==> config.mk <==
export PLATFORM = sky130hd
export DESIGN_NAME = aux_packet_framer
export DESIGN_NICKNAME = d
export VERILOG_FILES = /design/src/hdl/aux_pf_pkg.sv /design/src/hdl/aux_pf_cell.sv /design/src/hdl/aux_packet_framer.sv
export SDC_FILE = /design/constraint.sdc
export NUM_CORES = 1
export LEC_CHECK = 0
export BUFFER_PORTS_ARGS = -buffer_cell sky130_fd_sc_hd__buf_2
export CAP_MARGIN = 40
export CORE_MARGIN = 2
export CORE_UTILIZATION = 42
export CTS_CLUSTER_DIAMETER = 40
export CTS_CLUSTER_SIZE = 40
export DETAILED_ROUTE_END_ITERATION = 12
export GPL_TIMING_DRIVEN = 0
export HOLD_SLACK_MARGIN = 0.06
export RECOVER_POWER = 50
export SETUP_SLACK_MARGIN = 0.3
export SLEW_MARGIN = 10
export SYNTH_ARGS = -nofsm -noshare
export SYNTH_HDL_FRONTEND = slang
export SYNTH_HIERARCHICAL = 1
export SYNTH_SLANG_ARGS = --single-unit
==> constraint.sdc <==
create_clock -name clock -period 3.8 [get_ports clock]
set_clock_uncertainty 0.2 [all_clocks]
set_input_delay 0.38 -clock clock [delete_from_list [all_inputs] [get_ports clock]]
set_output_delay 0.38 -clock clock [all_outputs]
set_load 0.05 [all_outputs]
==> src/hdl/aux_pf_pkg.sv <==
package aux_pf_pkg;

   localparam int MAX_PAYLOAD    = 8;
   localparam int HEADER_BYTES   = 5;
   localparam int STORE_DEPTH    = HEADER_BYTES + MAX_PAYLOAD;
   localparam int BYTE_W         = 8;
   localparam int SIZE_W         = 4;
   localparam int REQ_TDATA_W    = 88;
   localparam int PAYLOAD_LSB    = 2 * BYTE_W + SIZE_W;
   localparam int CSR_ADDR_W     = 1;

   // register indexes
   localparam logic [CSR_ADDR_W-1:0] REG_PREAMBLE = 1'b0;
   localparam logic [CSR_ADDR_W-1:0] REG_SOURCE   = 1'b1;

   // chain control, shared by every cell
   typedef struct packed {
      logic load;
      logic shift;
   } chain_ctrl_type;

endpackage

==> src/hdl/aux_pf_cell.sv <==
module aux_pf_cell (
   input  logic                             clock,
   input  logic                             reset,
   input  aux_pf_pkg::chain_ctrl_type       ctrl,
   input  logic [aux_pf_pkg::BYTE_W-1:0]    load_byte,
   input  logic                             load_valid,
   input  logic [aux_pf_pkg::BYTE_W-1:0]    next_byte,
   input  logic                             next_valid,
   output logic [aux_pf_pkg::BYTE_W-1:0]    cell_byte,
   output logic                             cell_valid
);

   logic [aux_pf_pkg::BYTE_W-1:0] byte_ff, byte_in;
   logic                          valid_ff, valid_in;

   always_comb begin
      byte_in  = byte_ff;
      valid_in = valid_ff;
      if (ctrl.load) begin
         byte_in  = load_byte;
         valid_in = load_valid;
      end else if (ctrl.shift) begin
         byte_in  = next_byte;
         valid_in = next_valid;
      end
   end

   always_ff @(posedge clock) begin
      byte_ff <= byte_in;
      if (reset) begin
         valid_ff <= 1'b0;
      end else begin
         valid_ff <= valid_in;
      end
   end

   assign cell_byte  = byte_ff;
   assign cell_valid = valid_ff;

endmodule

==> src/hdl/aux_packet_framer.sv <==
// aux_packet_framer
// Takes one command request on req_* and sends the frame a byte per request
// on rsp_*: preamble, length (size + 3), source address, destination, id,
// the payload bytes, then the checksum (negated byte sum, length to last
// payload byte), with rsp_tlast on the checksum.
// A payload size above MAX_PAYLOAD gives one request with tdata zero,
// tlast and tuser (size error) high, and no frame.
// The command loads a row of 13 byte cells at once; the row then shifts
// towards cell 0 one byte per cycle, while rsp_tready allows, into the
// output register, and the checksum accumulates as bytes leave; the first
// byte is registered there after the load. The next command is taken as
// soon as the checksum sits in the output register, while it waits to be
// taken. A stalled rsp_tready freezes the row; nothing is lost.
// csr_*: write index 0 preamble, 1 source address; write only while idle.
// Reset (synchronous, active high) empties the row and output register and
// restores preamble 59 and source address 13.
module aux_packet_framer (
   input  logic                                  clock,
   input  logic                                  reset,
   // req_tdata, from bit 0: dest_address[8], command_id[8], payload_size[4],
   // payload_0..payload_7 [8 each], zero fill[4]
   input  logic                                  req_tvalid,
   output logic                                  req_tready,
   input  logic [aux_pf_pkg::REQ_TDATA_W-1:0]    req_tdata,
   // rsp_tdata: frame_byte[8]; rsp_tuser: size_error; rsp_tlast: last_byte
   output logic                                  rsp_tvalid,
   input  logic                                  rsp_tready,
   output logic [aux_pf_pkg::BYTE_W-1:0]         rsp_tdata,
   output logic                                  rsp_tlast,
   output logic                                  rsp_tuser,
   input  logic                                  csr_we,
   input  logic [aux_pf_pkg::CSR_ADDR_W-1:0]     csr_addr,
   input  logic [aux_pf_pkg::BYTE_W-1:0]         csr_wdata
);

   localparam int DEPTH = aux_pf_pkg::STORE_DEPTH;
   localparam int BW    = aux_pf_pkg::BYTE_W;

   typedef enum logic [1:0] {IDLE, SEND, CSUM, ERR} state_type;

   state_type   state_ff, state_in;
   logic [BW-1:0] preamble_ff, source_ff;
   logic [BW-1:0] sum_ff, sum_in;
   logic          rsp_valid_ff, rsp_valid_in;
   logic [BW-1:0] rsp_data_ff, rsp_data_in;
   logic          rsp_last_ff, rsp_last_in;
   logic          rsp_err_ff, rsp_err_in;

   logic [aux_pf_pkg::SIZE_W-1:0] req_size;
   logic          req_take, size_bad, out_free;
   aux_pf_pkg::chain_ctrl_type ctrl;

   logic [BW-1:0] load_byte [DEPTH];
   logic          load_valid [DEPTH];
   logic [BW-1:0] cell_byte [DEPTH+1];
   logic          cell_valid [DEPTH+1];

   assign req_size   = req_tdata[2*BW +: aux_pf_pkg::SIZE_W];
   assign size_bad   = req_size > aux_pf_pkg::SIZE_W'(aux_pf_pkg::MAX_PAYLOAD);
   assign req_tready = (state_ff == IDLE);
   assign req_take   = req_tvalid && req_tready;
   assign out_free   = !rsp_valid_ff || rsp_tready;

   assign ctrl.load  = req_take && !size_bad;
   assign ctrl.shift = (state_ff == SEND) && out_free;

   // end of the row reads as empty
   assign cell_byte[DEPTH]  = '0;
   assign cell_valid[DEPTH] = 1'b0;

   // header cells
   assign load_byte[0]  = preamble_ff;
   assign load_byte[1]  = BW'(req_size) + BW'(3);
   assign load_byte[2]  = source_ff;
   assign load_byte[3]  = req_tdata[0 +: BW];
   assign load_byte[4]  = req_tdata[BW +: BW];
   assign load_valid[0] = 1'b1;
   assign load_valid[1] = 1'b1;
   assign load_valid[2] = 1'b1;
   assign load_valid[3] = 1'b1;
   assign load_valid[4] = 1'b1;

   genvar gi;
   generate
      for (gi = aux_pf_pkg::HEADER_BYTES; gi < DEPTH; gi++) begin : g_payload
         localparam int K = gi - aux_pf_pkg::HEADER_BYTES;
         assign load_byte[gi]  = req_tdata[aux_pf_pkg::PAYLOAD_LSB + K*BW +: BW];
         assign load_valid[gi] = req_size > aux_pf_pkg::SIZE_W'(K);
      end
      for (gi = 0; gi < DEPTH; gi++) begin : g_cell
         aux_pf_cell u_cell (
            .clock      (clock),
            .reset      (reset),
            .ctrl       (ctrl),
            .load_byte  (load_byte[gi]),
            .load_valid (load_valid[gi]),
            .next_byte  (cell_byte[gi+1]),
            .next_valid (cell_valid[gi+1]),
            .cell_byte  (cell_byte[gi]),
            .cell_valid (cell_valid[gi])
         );
      end
   endgenerate

   always_comb begin
      state_in     = state_ff;
      sum_in       = sum_ff;
      rsp_valid_in = rsp_valid_ff && !rsp_tready;
      rsp_data_in  = rsp_data_ff;
      rsp_last_in  = rsp_last_ff;
      rsp_err_in   = rsp_err_ff;
      case (state_ff)
         IDLE: begin
            if (req_take) begin
               // preamble is not summed: start the sum at its negative
               sum_in   = 8'd0 - preamble_ff;
               state_in = size_bad ? ERR : SEND;
            end
         end
         SEND: begin
            if (out_free) begin
               rsp_valid_in = 1'b1;
               rsp_data_in  = cell_byte[0];
               rsp_last_in  = 1'b0;
               rsp_err_in   = 1'b0;
               sum_in       = sum_ff + cell_byte[0];
               if (!cell_valid[1]) begin
                  state_in = CSUM;
               end
            end
         end
         CSUM: begin
            if (out_free) begin
               rsp_valid_in = 1'b1;
               rsp_data_in  = 8'd0 - sum_ff;
               rsp_last_in  = 1'b1;
               rsp_err_in   = 1'b0;
               state_in     = IDLE;
            end
         end
         ERR: begin
            if (out_free) begin
               rsp_valid_in = 1'b1;
               rsp_data_in  = '0;
               rsp_last_in  = 1'b1;
               rsp_err_in   = 1'b1;
               state_in     = IDLE;
            end
         end
         default: begin
            state_in = IDLE;
         end
      endcase
   end

   always_ff @(posedge clock) begin
      sum_ff      <= sum_in;
      rsp_data_ff <= rsp_data_in;
      rsp_last_ff <= rsp_last_in;
      rsp_err_ff  <= rsp_err_in;
      if (reset) begin
         state_ff     <= IDLE;
         rsp_valid_ff <= 1'b0;
         preamble_ff  <= 8'd59;
         source_ff    <= 8'd13;
      end else begin
         state_ff     <= state_in;
         rsp_valid_ff <= rsp_valid_in;
         if (csr_we && csr_addr == aux_pf_pkg::REG_PREAMBLE) begin
            preamble_ff <= csr_wdata;
         end
         if (csr_we && csr_addr == aux_pf_pkg::REG_SOURCE) begin
            source_ff <= csr_wdata;
         end
      end
   end

   assign rsp_tvalid = rsp_valid_ff;
   assign rsp_tdata  = rsp_data_ff;
   assign rsp_tlast  = rsp_last_ff;
   assign rsp_tuser  = rsp_err_ff;

   // size error always ends its own one-request run
   a_err_last: assert property (@(posedge clock) disable iff (reset)
      rsp_tvalid && rsp_tuser |-> rsp_tlast && rsp_tdata == '0)
      else $error("size error request without tlast or with data");

   // a taken command leaves idle
   a_take_busy: assert property (@(posedge clock) disable iff (reset)
      req_take |=> state_ff != IDLE)
      else $error("command taken but framer stayed idle");

   // while sending, the head cell holds a byte
   a_head_valid: assert property (@(posedge clock) disable iff (reset)
      state_ff == SEND |-> cell_valid[0])
      else $error("sending with an empty cell row");

   // row is empty whenever a new command can be taken
   a_idle_empty: assert property (@(posedge clock) disable iff (reset)
      state_ff == IDLE |-> !cell_valid[0])
      else $error("idle with bytes left in the row");

endmodule
* After elaboration in Yosys (flattened, before gate mapping)
Cells that the tools add are included.
** Cells by class
- Reductions and logical operators :: 24
- Order comparisons :: 9
- Eq/ne operators :: 10
- Muxes and demuxes :: 69
- Bitwise gates (word level) :: 1
- Add/sub/neg operators :: 4
** Operators with widths (count)
- $mux 8 :: 31
- $mux 1 :: 28
- $pmux 8 s3 :: 1
- $gt 4x3->1 const B :: 4
- $pmux 8 s2 :: 1
- $sub 1x8->8 const A :: 2
- $mux 2 :: 5
- $reduce_and 3->1 :: 3
- $add 8x8->8 :: 1
- $gt 4x1->1 const B :: 2
- $gt 4x2->1 const B :: 2
- $ne 2x2->1 const B :: 4
- $reduce_and 4->1 :: 2
- $reduce_bool 2->1 :: 4
- $logic_and 1x1->1 :: 6
- $ne 2x1->1 const B :: 3
- $pmux 2 s3 :: 1
- $add 4x2->5 const B :: 1
- $eq 2x2->1 const B :: 2
- $gt 4x4->1 const B :: 1
- $pmux 1 s2 :: 2
- $reduce_or 2->1 :: 2
- $logic_not 1->1 :: 3
- $reduce_bool 3->1 :: 1
- other kinds (5) :: 5
** Word-level totals
- Word-level logic and storage cells :: 150
- Output and inout bits :: 12
- Bits of input ports :: 102
- Register bits :: 153

* Logic depth before layout (Yosys ltp)
Gate-level depths: netlist of run 1.
- Depth after elaboration :: 5
- Depth in mapped cells :: 8
- Depth with buffers taken out :: 8

* By module
Netlist of run 1, hierarchy kept.
** By module, submodules not included
- aux_pf_cell :: area an instance 432.9 sq um, instances 13, cells an instance 23, sequential area each 260.2 sq um
- aux_packet_framer :: area an instance 2228.4 sq um, instances 1, cells an instance 255, sequential area each 920.9 sq um

* Least setup slack after synthesis of run 1
OpenSTA, ideal clock, no wires.
- Path kind :: reg2reg
- Start point :: reg state_ff[1]
- End point :: reg g_cell[0].u_cell.byte_ff (netlist bit g_cell[0].u_cell/cell_byte[0]) (enable)
- Period minus slack after synthesis :: 2781 ps
- Arrival time :: 2251 ps
- Buffers on the path :: 1
- Library setup time :: 330 ps
- Slack :: 1019 ps
- Cell stages (with the launch flop) :: 7
- Required time :: 3270 ps
- Cells stage by stage :: dfxtp_1 > inv_1 > ha_1 > inv_1 > clkbuf_1 > nor2_1 > or2_1
** RTL lines
- start: declaration :: line aux_packet_framer.sv:41 : state_type state_ff, state_in;
- start signal: assignment :: line aux_packet_framer.sv:167 : state_ff <= state_in;
- end signal: assignment :: line aux_pf_cell.sv:29 : byte_ff <= byte_in;
- end: declaration :: line aux_pf_cell.sv:13 : logic [aux_pf_pkg::BYTE_W-1:0] byte_ff, byte_in;

==> results by group, run 1 <==
Routing
  – DRC: 0
  – Avg WL per Cell: 15.3 um
  – Drt initial violations: 182
  – Final ANT Viol Nets: 0
  – Final WL: 15.6 mm
  – Vias: 4852
  – 1st-pass router iterations: 5
  – Vias per cell: 4.78

STA
  – Highest clock rate: 340 MHz
  – Hold_ws: 0.0771 ns
  – Post-route minimum period: 2.94 ns
  – Final WS setup: 0.861 ns
  – Final hold vios: 0
  – Slew margin rel.: 0.359
  – Setup violations, final: 0
  – RSZ-0062 raised after global routing: false
  – Max-slew violations: 0
  – Worst Max-Slew Pin Slew: 0.961 ns
  – Setup TNS: 0 ns
  – Fin crit share: 0.773

Die
  – Area of the core: 0.0181 mm^2
  – Num ports: 114
  – Initial Util: 0.431
  – Die X: 140 um
  – Site row count: 49
  – Area of the die: 0.0197 mm^2
  – Die Ht: 140 um

Critical path
  – Crit-path slowest cell: clkbuf_1
  – Most common cell on crit path: inv_1
  – Cell chain of the critical path: buf_2 > inv_1 > ha_1 > inv_1 > o21ai_0 > and3_1 > clkbuf_1 > buf_6 > or2_1
  – CP startpoint kind: input pin
  – Critical Path AT: 2.83 ns
  – Crit-path max FO: 19
  – Critical Path Sink Type: flip-flop
  – CP Class: in2reg
  – Crit path largest cell delay: 0.75 ns
  – CP required: 3.69 ns

Status
  – Outcome: finished clean

Global route
  – Total congestion overflow: 0
  – Vias in the first global route: 5105
  – Global-route wire length before repair: 24.7 mm
  – Total Routing Usage GR: 0.162
  – Largest net degree at the start of global routing: 26
  – Initial antenna violation count: 1

CTS
  – Skew-Pair Late Insertion Delay: 0.42 ns
  – Root Buffer: clkbuf_16
  – CTS max path bufs: 2
  – H-tree lvl count: 4
  – CTS resizes: 0
  – Cts hold-fix bufs: 81
  – CTS tree: built
  – Post-CTS Setup Bufs: 0
  – CTS Buf Count: 17
  – Clock Sinks: 153
  – Reg clk slew, reported paths: 0.06 ns

Power
  – Power Density: 680 mW/mm^2
  – Switching pwr: 2.16 mW
  – Leak: 3.78 nW
  – Sw frac: 0.325
  – Peak supply drop: 357 uV
  – Power, Total: 6.63 mW
  – Gate power share: 0.318
  – Power Internal: 4.47 mW
  – Sequential Power Share: 0.436
  – Power share of the clock group: 0.245

Flow run
  – Max Cap Viol: 0

Place
  – Post-DP HPWL: 11.0 mm
  – Gpl congestion: 0.818
  – Number of buffers added on ports: 107
  – Place WS: 0.835 ns
  – Placed Instances: 900

Layout
  – Most frequent cells in the layout: 122 x edfxtp_1, 94 x buf_2, 84 x dlygate4sd3_1, 79 x mux2_1, 46 x nand2_1
  – Post-layout net count: 894
  – FILL cells: 1554
  – Fin cells: 1016
  – ANT cells: 0
  – Share of layout cells above drive strength 1: 0.252
  – Leading cell type in the layout, fill and taps excluded: edfxtp_1
  – Synthesis-to-layout area growth: 24.9%

Synthesis
  – Post-Syn Area per Cell: 14.2 um^2
  – Synth warn: 6
  – Cells after synthesis: 549
  – Synth Cell Area: 0.00780 mm^2

Min path
  – HP Class: in2reg
[registers in the layout, summed over array words and instances (netlist names)]
register / cells
rsp_tdata: 8
rsp_tuser: 1
source_ff: 8
rsp_tlast: 1
rsp_tvalid: 1
g_cell.u_cell/cell_byte: 104
state_ff: 2
g_cell.u_cell/cell_valid: 12
sum_ff: 8
preamble_ff: 8
[layer usage]
layer  share of wire  global-route usage
met5         0.00071                   0
met2            0.49               0.274
met1            0.44               0.199
met3           0.048              0.0441
met4           0.013              0.0590
[critical path, delay by kind of cell]
kind	cells	cell delay [ns]
simple gates	2	0.67
fa+ha+maj	1	0.18
buf+inv	5	1.31
compound gates	1	0.26
[final cells by class]
cell class / count / area, um^2 / area share
repair buffers: 192 / 1360 / 0.140
plain buffers: 23 / 154 / 0.0158
clock buffers: 17 / 425 / 0.0437
flip-flops and latches: 153 / 4280 / 0.440
clock inverters: 15 / 141 / 0.0145
well taps: 229 / 287 / 0.0294
multi-input cells: 359 / 2980 / 0.306
inverters: 28 / 105 / 0.0108
[stage by stage]
| step | utilization | area (um^2) |
|---|---|---|
| after floorplan | - | 7850 |
| after global placement | 0.480 | 8680 |
| after detailed placement | 0.481 | 8700 |
| after CTS | 0.557 | 10100 |
| after global routing | 0.539 | 9740 |
| final | 0.539 | 9740 |
[power by group through the flow]
| stage | sequential [mW] | combinational (mW) | clock (mW) |
|---|---|---|---|
| 3_5_place_dp | 2.96 | 2.34 | 0 |
| 5_1_grt | 2.95 | 2.32 | 1.74 |
| 6_report | 2.89 | 2.11 | 1.63 |
| 3_3_place_gp | 2.94 | 2.28 | 0 |
| 4_1_cts | 2.93 | 2.42 | 1.67 |
| 2_1_floorplan | 3.06 | 1.70 | 0 |
[final timing paths]
check / from / to / slack (ns) / depth (start not counted)
setup / recovery: req_tdata[16] / g_cell[2].u_cell/cell_byte[4] / 0.86 / 9
hold / removal: req_tdata[48] / g_cell[8].u_cell/cell_byte[4] / 0.08 / 2
setup reg to reg: state_ff[1] / g_cell[2].u_cell/cell_byte[4] / 0.92 / 6
hold reg to reg: source_ff[6] / source_ff[6] / 0.27 / 2
(Power assumes the default switching activity.)
==> run 2, diff against run 1 <==
Clock period 3.8 ns to 2.8 ns, I/O delays scaled along.
==> results by group, run 2 (synthesis gave the netlist of run 1 again) <==
Min path
  – Hold Crit Depth: 4
  – HP Class: in2reg

Global route
  – Largest net degree at the start of global routing: 26
  – Vias in the first global route: 5199
  – Global-route wire length before repair: 26.0 mm
  – Total Routing Usage GR: 0.172
  – Initial antenna violation count: 1
  – Total congestion overflow: 0

Power
  – Leak: 3.84 nW
  – Peak supply drop: 496 uV
  – Power Density: 921 mW/mm^2
  – Power, Total: 9.06 mW

CTS
  – CTS max path bufs: 2
  – H-tree lvl count: 4
  – Reg clk slew, reported paths: 0.07 ns
  – Clock Sinks: 153
  – CTS Buf Count: 17
  – CTS tree: built
  – Skew-Pair Late Insertion Delay: 0.42 ns
  – Root Buffer: clkbuf_16

STA
  – Setup violations, final: 0
  – Final hold vios: 0
  – Fin crit share: 0.860
  – RSZ-0062 raised after global routing: false
  – Setup TNS: 0 ns
  – Slew margin rel.: 0.351
  – Post-route minimum period: 2.41 ns
  – Final WS setup: 0.392 ns
  – Worst Max-Slew Pin Slew: 0.973 ns
  – Max-slew violations: 0
  – Hold_ws: 0.101 ns
  – Highest clock rate: 415 MHz

Critical path
  – Cell chain of the critical path: inv_1 > ha_1 > and3_2 > buf_6 > or2_1
  – Crit-path max FO: 25
  – Levels on crit path: 5
  – CP required: 2.69 ns
  – CP bufs+invs: 2
  – Critical path's top delay family: simple AND/OR/NAND/NOR gates
  – Critical Path AT: 2.30 ns
  – R2R depth: 5
  – CP startpoint kind: flip-flop
  – Crit-path slowest cell: and3_2
  – Crit path largest cell delay: 0.58 ns
  – Critical Path Sink Type: flip-flop
  – CP Class: reg2reg

Die
  – Die Ht: 140 um
  – Num ports: 114
  – Area of the die: 0.0197 mm^2
  – Area of the core: 0.0181 mm^2
  – Site row count: 49
  – Die X: 140 um
  – Initial Util: 0.431

Place
  – Place WS: -0.111 ns
  – Placed Instances: 899
  – Post-DP HPWL: 11.2 mm
  – Area post-placement: 0.00868 mm^2
  – Gpl congestion: 0.820
  – Number of buffers added on ports: 107

Layout
  – Register area: 0.00428 mm^2
  – Final instance area: 0.00984 mm^2
  – Most frequent cells in the layout: 122 x edfxtp_1, 94 x buf_2, 88 x dlygate4sd3_1, 72 x mux2_1, 46 x nand2_1
  – Max reg flops: 104
  – Post-layout net count: 899
  – Share of layout cells above drive strength 1: 0.270
  – FILL cells: 1526
  – Fin util: 0.544
  – ANT cells: 0
  – Fin cells: 1021
  – Synthesis-to-layout area growth: 26.2%
  – Area of the multi-input gates: 0.00302 mm^2
  – Leading cell type in the layout, fill and taps excluded: edfxtp_1

Status
  – Outcome: finished clean

Routing
  – Final ANT Viol Nets: 0
  – Avg WL per Cell: 16.2 um
  – Final WL: 16.5 mm
  – Vias per cell: 4.81
  – 1st-pass router iterations: 4
  – Drt initial violations: 223
  – DRC: 0
  – Vias: 4914

Flow run
  – Max Cap Viol: 0
run 2: worst min-delay path, stage by stage:
cell and delay, ns:
buf_2 0.07, nor2b_1 0.13, inv_1 0.11, a21oi_1 0.08
run 2: final timing paths:
kind	slack [ns]	to	start
worst min register to register	0.27	source_ff[6]	source_ff[6]
worst min-delay path	0.10	rsp_tvalid	rsp_tready
worst max register to register	0.39	g_cell[2].u_cell/cell_byte[0]	state_ff[0]
worst max-delay path	0.39	g_cell[2].u_cell/cell_byte[0]	state_ff[0]
run 2: cell type report:
class	count	area share
clock inverter	15	0.0137
buffer	23	0.0188
tap	229	0.0291
inverter	28	0.0107
clock buffer	17	0.0432
timing repair buffer	196	0.143
multi-input combinational	360	0.307
sequential	153	0.435
run 2: timing repair:
item,CTS,global route
gates cloned,1,0
resized for setup,1,4
buffers inserted,0,0
endpoints found under the hold margin,96,0
setup endpoints to repair,112,124
hold buffers,88,0
pin swaps,1,0
run 2: routing by layer:
| layer | global-route usage | vias up | wire [um] | part of all wire |
|---|---|---|---|---|
| met5 | 0 | - | 7 | 0.00042 |
| met4 | 0.0510 | 2 | 190 | 0.012 |
| met3 | 0.0472 | 15 | 800 | 0.049 |
| met2 | 0.304 | 115 | 8410 | 0.51 |
| met1 | 0.205 | 2348 | 7080 | 0.43 |
| li1 | - | 2434 | - | - |
run 2: power breakdown:
part           switching, mW  internal, mW  leakage, nW
combinational           1.70          1.26         2.15
clock                   1.01          1.17        0.272
sequential             0.305          3.62         1.42
total                   3.02          6.05         3.84
==> run 3, diff against run 2 <==
Clock period 2.8 ns to 3.04 ns, I/O delays scaled along.
==> results by group, run 3 (synthesis gave the netlist of run 1 again) <==
Critical path
  – CP startpoint kind: flip-flop
  – R2R setup slack: 0.44 ns
  – Crit path largest cell delay: 0.45 ns
  – Crit-path max FO: 19
  – R2R depth: 6
  – Crit-path slowest cell: clkbuf_1
  – Critical Path Sink Type: flip-flop
  – Worst r2r dst: g_cell[8].u_cell/cell_byte[1]
  – Critical path's top delay family: buffers and inverters
  – CP bufs+invs: 3
  – Cell chain of the critical path: inv_1 > ha_1 > and3_1 > buf_8 > clkbuf_1 > or2_1
  – Critical Path AT: 2.49 ns
  – CP Class: reg2reg
  – CP required: 2.93 ns
  – Crit Reg-Reg Startpoint: state_ff[1]

Status
  – Outcome: finished clean

CTS
  – H-tree lvl count: 4
  – Root Buffer: clkbuf_16
  – CTS max path bufs: 2
  – Post-CTS Setup Bufs: 0
  – CTS tree: built
  – Skew-Pair Late Insertion Delay: 0.42 ns
  – Clock Sinks: 153
  – Reg clk slew, reported paths: 0.06 ns
  – CTS Buf Count: 17

Layout
  – Post-layout net count: 898
  – Fin util: 0.541
  – Share of layout cells above drive strength 1: 0.250
  – Leading cell type in the layout, fill and taps excluded: edfxtp_1
  – Most frequent cells in the layout: 122 x edfxtp_1, 94 x buf_2, 88 x dlygate4sd3_1, 80 x mux2_1, 46 x nand2_1
  – Register area: 0.00428 mm^2
  – Fin cells: 1020
  – Final instance area: 0.00978 mm^2
  – ANT cells: 0
  – FILL cells: 1548
  – Area of the multi-input gates: 0.00298 mm^2
  – Max reg flops: 104
  – Synthesis-to-layout area growth: 25.4%

STA
  – Final WS setup: 0.444 ns
  – Setup violations, final: 0
  – Slew margin rel.: 0.359
  – Max-slew violations: 0
  – Highest clock rate: 385 MHz
  – Hold_ws: 0.0847 ns
  – RSZ-0062 raised after global routing: true
  – Final hold vios: 0
  – Worst Max-Slew Pin Slew: 0.962 ns
  – Fin crit share: 0.854
  – Setup TNS: 0 ns
  – Post-route minimum period: 2.60 ns

Die
  – Area of the core: 0.0181 mm^2
  – Area of the die: 0.0197 mm^2
  – Num ports: 114
  – Site row count: 49
  – Die Ht: 140 um
  – Initial Util: 0.431
  – Die X: 140 um

Global route
  – Global-route wire length before repair: 24.9 mm
  – Initial antenna violation count: 1
  – Vias in the first global route: 5151
  – Largest net degree at the start of global routing: 26
  – Total Routing Usage GR: 0.163
  – Total congestion overflow: 0

Place
  – Placed Instances: 900
  – Number of buffers added on ports: 107
  – Area post-placement: 0.00870 mm^2
  – Post-DP HPWL: 11.0 mm
  – Gpl congestion: 0.818
  – Place WS: 0.151 ns

Power
  – Sw frac: 0.325
  – Leak: 3.79 nW
  – Power, Total: 8.28 mW
  – Switching pwr: 2.69 mW
  – Power Density: 847 mW/mm^2
  – Gate power share: 0.319
  – Power share of the clock group: 0.245
  – Sequential Power Share: 0.436
  – Peak supply drop: 441 uV
  – Power Internal: 5.59 mW

Routing
  – DRC: 0
  – Vias per cell: 4.82
  – Final WL: 15.7 mm
  – 1st-pass router iterations: 4
  – Final ANT Viol Nets: 0
  – Avg WL per Cell: 15.4 um
  – Vias: 4916
  – Drt initial violations: 212

Min path
  – Hold Crit Depth: 4
  – HP Class: in2reg
  – Hold path endpoint: rsp_tvalid
  – Min-delay src: rsp_tready

Flow run
  – Max Cap Viol: 0
[run 3: per-layer routing]
metal  GRT usage  routed length (um)  up-vias
li1            -                   -     2430
met1       0.198                6850     2327
met3      0.0444                 805       20
met4      0.0617                 219        2
met5           0                  11        -
met2       0.279                7850      137
[run 3: tightest hold or removal path, cell delays in order]
cell and delay, ns:
buf_2 0.07, nor2b_1 0.10, inv_1 0.09, a21oi_1 0.07
[run 3: power by group through the flow]
stage                     logic [mW]  registers, mW  clock network, mW
after floorplan                 2.12           3.83                  0
after global placement          2.85           3.68                  0
after detailed placement        2.93           3.70                  0
after CTS                       3.04           3.66               2.09
after global routing            2.90           3.69               2.18
final                           2.64           3.61               2.03
[run 3: worst max-delay path by stage]
stage                        startpoint                             end  slack [ns]  cells past startpoint
after floorplan             state_ff[1]   g_cell[0].u_cell/cell_byte[0]        0.32                      6
after global placement      state_ff[1]   g_cell[0].u_cell/cell_byte[7]       -0.69                      6
after detailed placement  req_tdata[16]  g_cell[10].u_cell/cell_byte[6]        0.15                      9
after CTS                   state_ff[1]  g_cell[12].u_cell/cell_byte[3]        0.36                      6
after global routing        state_ff[1]   g_cell[8].u_cell/cell_byte[7]        0.23                      6
final                       state_ff[1]   g_cell[8].u_cell/cell_byte[1]        0.44                      6
[run 3: cell type report]
cell class                      count  area share
Clock buffer                       17      0.0435
Tap cell                          229      0.0293
Multi-Input combinational cell    359       0.305
Buffer                             23      0.0150
Timing Repair Buffer              196       0.145
Clock inverter                     15      0.0145
Sequential cell                   153       0.438
Inverter                           28      0.0107
[run 3: timing repair]
action / 4_1_cts / 5_1_grt
hold buffers: 88 / 0
hold endpoints to repair: 96 / 0
setup endpoints to repair: 0 / 112
resized for setup: 0 / 1
